## src/hdl/plti_pkg.sv

```systemverilog
// Shared types and constants for the piecewise linear table interpolator.
// Used by the controller, the datapath and the top level.
package plti_pkg;

    // Table geometry
    localparam int MAX_POINTS = 64;
    localparam int NUM_TABLES = 3;
    localparam int DEPTH      = NUM_TABLES * MAX_POINTS;
    localparam int ADDR_W     = $clog2(DEPTH);
    localparam int PT_W       = (MAX_POINTS > 2) ? $clog2(MAX_POINTS) : 1;

    // Port field widths
    localparam int DATA_W   = 32;
    localparam int TAB_W    = 2;
    localparam int IDX_W    = 6;
    localparam int CNT_W    = 7;
    localparam int NUM_CFG  = 3;
    localparam int CFG_IDX_W = 2;
    localparam logic [CNT_W-1:0] CNT_RESET = CNT_W'(2);

    // Division: one quotient bit per cycle over the 64-bit product
    localparam int DIV_STEPS = 2 * DATA_W;
    localparam int DIV_CNT_W = $clog2(DIV_STEPS);

    // Operation codes
    localparam logic OP_LOAD  = 1'b0;
    localparam logic OP_QUERY = 1'b1;

    typedef enum logic [1:0] {
        REG_BELOW  = 2'd0,
        REG_INSIDE = 2'd1,
        REG_ABOVE  = 2'd2
    } t_region;

    typedef enum logic [1:0] {
        RD_FIRST,
        RD_LAST,
        RD_ONE,
        RD_NEXT
    } t_rd_sel;

    typedef enum logic [3:0] {
        S_IDLE,
        S_RD0,
        S_CHK0,
        S_CHKN,
        S_SCAN,
        S_PREP,
        S_MUL,
        S_DIV,
        S_FIN,
        S_OUT
    } t_state;

    // Controller to datapath
    typedef struct packed {
        logic    accept;
        logic    rd_en;
        t_rd_sel rd_sel;
        logic    set_lo;
        logic    set_hi;
        logic    res_first;
        logic    res_last;
        logic    i_init;
        logic    i_inc;
        logic    prep;
        logic    mul;
        logic    div_step;
        logic    res_interp;
        logic    load_out;
    } t_cmd;

    // Datapath to controller
    typedef struct packed {
        logic query_ok;
        logic below;
        logic at_top;
        logic scan_go;
        logic div_last;
        logic out_free;
    } t_sts;

    // Last valid point index from a programmed count, count clamped to [2, MAX_POINTS]
    function automatic logic [PT_W-1:0] last_index(input logic [CNT_W-1:0] cnt);
        logic [PT_W-1:0] res;
        if (32'(cnt) < 2) begin
            res = PT_W'(1);
        end else if (32'(cnt) > MAX_POINTS) begin
            res = PT_W'(MAX_POINTS - 1);
        end else begin
            res = PT_W'(32'(cnt) - 1);
        end
        return res;
    endfunction

endpackage

```

## src/hdl/plti_ctrl.sv

```systemverilog
// Controller state machine: sequences the table search, multiply and divide.
// Depends on plti_pkg.
module plti_ctrl (
    input  logic           i_clk,
    input  logic           i_rst_n,
    input  logic           i_in_valid,
    output logic           o_in_stall,
    input  plti_pkg::t_sts i_sts,
    output plti_pkg::t_cmd o_cmd
);
    import plti_pkg::*;

    t_state r_state, n_state;

    always_ff @(posedge i_clk) begin
        if (!i_rst_n) begin
            r_state <= S_IDLE;
        end else begin
            r_state <= n_state;
        end
    end

    // Next state
    always_comb begin
        n_state = r_state;
        case (r_state)
            S_IDLE: begin
                if (i_in_valid && i_sts.query_ok) begin
                    n_state = S_RD0;
                end
            end
            S_RD0:  n_state = S_CHK0;
            S_CHK0: n_state = i_sts.below ? S_OUT : S_CHKN;
            S_CHKN: n_state = i_sts.at_top ? S_OUT : S_SCAN;
            S_SCAN: begin
                if (!i_sts.scan_go) begin
                    n_state = S_PREP;
                end
            end
            S_PREP: n_state = S_MUL;
            S_MUL:  n_state = S_DIV;
            S_DIV: begin
                if (i_sts.div_last) begin
                    n_state = S_FIN;
                end
            end
            S_FIN:  n_state = S_OUT;
            S_OUT: begin
                if (i_sts.out_free) begin
                    n_state = S_IDLE;
                end
            end
            default: n_state = S_IDLE;
        endcase
    end

    // Commands
    always_comb begin
        o_cmd = '0;
        o_cmd.rd_sel = RD_FIRST;
        o_in_stall = (r_state != S_IDLE);
        case (r_state)
            S_IDLE: begin
                o_cmd.accept = i_in_valid;
            end
            S_RD0: begin
                o_cmd.rd_en  = 1'b1;
                o_cmd.rd_sel = RD_FIRST;
            end
            S_CHK0: begin
                o_cmd.set_lo = 1'b1;
                if (i_sts.below) begin
                    o_cmd.res_first = 1'b1;
                end else begin
                    o_cmd.rd_en  = 1'b1;
                    o_cmd.rd_sel = RD_LAST;
                end
            end
            S_CHKN: begin
                if (i_sts.at_top) begin
                    o_cmd.res_last = 1'b1;
                end else begin
                    o_cmd.i_init = 1'b1;
                    o_cmd.rd_en  = 1'b1;
                    o_cmd.rd_sel = RD_ONE;
                end
            end
            S_SCAN: begin
                if (i_sts.scan_go) begin
                    o_cmd.set_lo = 1'b1;
                    o_cmd.i_inc  = 1'b1;
                    o_cmd.rd_en  = 1'b1;
                    o_cmd.rd_sel = RD_NEXT;
                end else begin
                    o_cmd.set_hi = 1'b1;
                end
            end
            S_PREP: o_cmd.prep = 1'b1;
            S_MUL:  o_cmd.mul = 1'b1;
            S_DIV:  o_cmd.div_step = 1'b1;
            S_FIN:  o_cmd.res_interp = 1'b1;
            S_OUT:  o_cmd.load_out = i_sts.out_free;
            default: o_cmd = '0;
        endcase
    end

endmodule

```

## config.mk

```make
export PLATFORM = sky130hd
export DESIGN_NAME = plti_ctrl
export DESIGN_NICKNAME = d
export VERILOG_FILES = /design/src/hdl/plti_pkg.sv /design/src/hdl/plti_ctrl.sv
export SDC_FILE = /design/constraint.sdc
export NUM_CORES = 1
export LEC_CHECK = 0
export ABC_CLOCK_PERIOD_IN_PS = 2300
export BUFFER_PORTS_ARGS = -buffer_cell sky130_fd_sc_hd__clkbuf_2
export CAP_MARGIN = 20
export CORE_AREA = 2 2 39 41
export CTS_CLUSTER_DIAMETER = 200
export DETAILED_ROUTE_END_ITERATION = 10
export DIE_AREA = 0 0 41 43
export GPL_TIMING_DRIVEN = 0
export PLACE_DENSITY = 0.76
export SETUP_SLACK_MARGIN = 0.2
export SLEW_MARGIN = 20
export SYNTH_ARGS = -nofsm -noshare
export SYNTH_HDL_FRONTEND = slang
export SYNTH_SLANG_ARGS = --single-unit
```

## constraint.sdc

```tcl
create_clock -name i_clk -period 2.3 [get_ports i_clk]
set_input_delay 0.115 -clock i_clk [delete_from_list [all_inputs] [get_ports i_clk]]
set_output_delay 0.115 -clock i_clk [all_outputs]
set_load 0.005 [all_outputs]
```

# After elaboration in Yosys (flattened, before gate mapping)
# Cells that the tools add are included.
# totals
input_bits,9
output_inout_bits,16
ff_bits,4
# op_classes
reduce_logical,4
mux,27
eq_ne,13
# ops
operator,count
case mux 4 bit (10 select lines),1
2-to-1 mux 4 bit,7
"equality test 4 x 3 -> 1 bit, second input constant",4
2-to-1 mux 1 bit,14
case mux 3 bit (4 select lines),1
"equality test 4 x 2 -> 1 bit, second input constant",2
"equality test 4 bit, second input constant",2
"inequality test 2 bit, second input constant",4
2-to-1 mux 3 bit,2
"equality test 4 x 1 -> 1 bit, second input constant",1
zero test 4 bit,1
AND reduction 4 bit,1
nonzero test 4 bit,1
2-to-1 mux 2 bit,1
case mux 1 bit (2 select lines),1
logical AND 1 bit,1

# Longest topological paths before layout
# logic_depth
depth_word,3
ltp_mapped,5
depth_no_buf,4

# Worst setup path after synthesis
# No wires, ideal clock.
# synth_path
path_kind,register -> register
startpoint,reg r_state[0]
endpoint,reg r_state[3]
path_buffers,0
setup_time_ns,0.117
path_stages_with_launch,5
slack_ns,1.034
period_less_slack_ns,1.266
required_ns,2.183
arrival_time_ns,1.148
cell_sequence,dfxtp_1 -> nor4_4 -> a32oi_1 -> and3_1 -> a32o_1
# synth_via
elab_chain_len,3
# synth_lines
item,line,text
start: declaration,plti_ctrl.sv:13,"t_state r_state, n_state;"
start signal: assignment,plti_ctrl.sv:19,r_state <= n_state;
equality test 4 x 3 -> 1 bit (tied with other cells),plti_ctrl.sv:26,case (r_state)
inequality test 2 bit (no source line),n/a,
AND reduction 4 bit (no source line),n/a,
# Several ways; a longest one is shown, not always the timed one.
# A chain may end at the register's enable or synchronous reset.

==> impl_metrics.yaml <==
logic_synthesis:
  avgSynthCellArea_sq_um: 7.271
  synth-async-reset-ratio_pct: 0
  yosysMostFrequentCell: "nand2_1"
  yosys-top-cells-count: "8 x nand2_1, 6 x inv_1, 6 x nor2_1, 4 x dfxtp_1"
  postSynthCellCount: 69
  ys_warn_count: 0
  synth.distinct_cells: 36
  synth_seq_cells: 4
  synth-seq-area-share_pct: 15.96
  synth.largest_area_cell: "dfxtp_1"
  synth_top_flop_cell: "dfxtp_1"
  synth_area_leaders: "dfxtp_1 16%, nand2_1 6.0%, buf_4 4.5%, inv_1 4.5%, nor2_1 4.5%"
  synth_edf_count: 0
  syn_area_sq_um: 501.7
  synth_nets: 78
  synth_top_cell_area_share_pct: 15.96
grt:
  grt_pass1_wl_um: 2097
  grt_max_degree: 11
  first_global_vias: 535
  grt_remaining_overflow: 0
  antenna_found_initial: 0
  grt.total_usage_pct: 16.88
critical_path:
  r2r_cells: 4
  required_ps: 2180
  worstReg2RegEnd: "r_state[3]$_SDFFE_PN0P_"
  cp_max_fo: 10
  critPathArrivalTime_ps: 1560
  start_kind: "register"
  rr_startpoint: "r_state[0]$_SDFFE_PN0P_"
  end_kind: "primary output"
  critPathKind: "register to primary output"
  rrSetupSlack_ps: 890
route:
  num_vias: 585
  dr.pass1.iters: 4
  wl_met3_um: 81
  wirelength_um: 1410
  wl_met2_um: 742
  detail_route.wl_per_cell_um: 12.59
  ant_nets: 0
  drt_iter0_drc: 19
  remaining_drc_errors: 0
  vias_per_cell: 5.223
  top_layer_used: "met4"
  m1WireLength_um: 583
place:
  place_congestion: 0.8089
  dp_hpwl_um: 1129
  placed_area_sq_um: 641.9
  placement.io_buffers: 24
  place_worst_setup_slack_ps: 877.2
  placedCellCount: 109
clocking:
  insertion_delay_ps: 230
  cts_hold_buffers: 0
  tritoncts: "yes"
  cts_made_buffers: 3
  cts_resized: 0
  clk_pin_slew_worst_paths_ps: 30
  post-cts-setup-buffers: 0
  cts_num_sinks: 4
  clk_path_buf_depth: 2
  cts-root-buf: "clkbuf_4"
  htreeDepth: 1
die:
  die_y_um: 43
  die-width_um: 41
  coreArea_sq_um: 1384
  initial_core_util_pct: 36.26
  pin_count: 25
  rows: 14
  dieArea_sq_um: 1763
final_layout:
  nets: 107
  drive_gt1_share_pct: 38.54
  regMostFlops: "r_state"
  reg_top3: "r_state x4"
  areaGrowthSynthToFinish_pct: 32.42
  diodes: 0
  final_cells: 112
  postLayoutCellArea_sq_um: 664.4
  largest_register_ffs: 4
power:
  power_density_nw_per_um2: 443.7
  ir_worst_vdd_mv: 0.2149
  leakage_nw: 0.3420
timing:
  rsz0062_at_grt: "no"
  finalMaxSlewViolations: 0
  setup_violations: 0
  tightestPinTransition_ps: 291.4
  finalSetupTns_ps: 0
  period_share_pct: 72.93
  finalHoldViolations: 0
  layout_min_cycle_time_ps: 1677
  fmax_ghz: 0.5961
  maxSlewHeadroom_pct: 80.30
  finClkSkew_ps: 2.687
  setup_ws_ps: 622.5
worst_hold_path:
  min_from: "i_rst_n"
  min_path_cells: 2
  hold_path.class: "primary input to register"
  holdPathEnd: "r_state[0]$_SDFFE_PN0P_"
run_status:
  status: "complete, no violations"
run:
  drv_cap: 0
-- power breakdown --
part           internal, mW  switching (mW)  total [mW]
Clock                0.0582          0.0264      0.0846
Combinational        0.0600          0.0643       0.124
Sequential           0.0755          0.0104      0.0859
-- cells by family after synthesis --
kind of cell | share of synthesized area [%]
DFF | 15.96
AOI/OAI and AO/OA | 20.95
muxes | 4.239
and+or+nand+nor | 47.13
buffers and inverters | 11.72
-- worst max path at each step --
stage	startpoint	endpoint	slack, ps	depth (start not counted)
floorplan	r_state[0]$_SDFFE_PN0P_	r_state[3]$_SDFFE_PN0P_	1030	4
global placement	r_state[2]$_SDFFE_PN0P_	o_cmd[12]	910	5
detailed placement	r_state[0]$_SDFFE_PN0P_	r_state[3]$_SDFFE_PN0P_	880	4
CTS	r_state[2]$_SDFFE_PN0P_	o_cmd[8]	620	4
global route	r_state[2]$_SDFFE_PN0P_	o_cmd[12]	520	5
finish	r_state[2]$_SDFFE_PN0P_	o_cmd[12]	620	5
-- layout make-up --
type,count,area [sq um]
fillers,146,719.4
multi-input cells,55,362.8
repair buffers,24,120.1
flip-flops and latches,4,80.08
plain buffers,4,36.28
clock buffers,3,22.52
inverters,6,22.52
well taps,16,20.02
-- critical path, stage by stage (launching register included) --
cell	delay [ps]
dfxtp_1	460
buf_4	230
nand2b_1	240
nor3_1	90
or2_1	200
clkbuf_2	110
-- stage by stage --
step	power (mW)	hold WS (ps)	utilization [%]
floorplan	0.1673	247.6	-
global placement	0.2060	416.2	46.38
detailed placement	0.2103	429.6	46.38
CTS	0.2992	191.3	48.01
global route	0.3171	210.1	48.01
finish	0.2948	195.3	48.01
-- metal layers --
metal | up-vias | track usage [%]
met5 | - | 0
met1 | 260 | 18.71
met3 | 2 | 1.571
met2 | 24 | 29.69
li1 | 299 | -
met4 | 0 | 8.000
-- cell usage in the layout (no fill, tap or decap), drive strengths merged --
cell    synthesis  routed
nand2           8       8
o31ai           2       2
o21ai           4       4
and2b           2       2
o22ai           1       1
o32ai           1       1
and3            4       4
a21oi           1       1
inv             6       6
and2            3       3
a22o            1       1
nand2b          3       3
clkbuf          1      28
nor4bb          1       1
nor3            3       3
a31o            1       1
nand3           2       2
nor3b           1       1
dfxtp           4       4
nor2            6       6
a32o            1       1
nor2b           1       1
nor4            1       1
mux2i           1       1
a21boi          1       1
or2             1       1
a31oi           1       1
buf             3       3
a32oi           1       1
nor4b           2       2
mux2            1       1
Note: power is estimated with default switching activity, not from simulation.
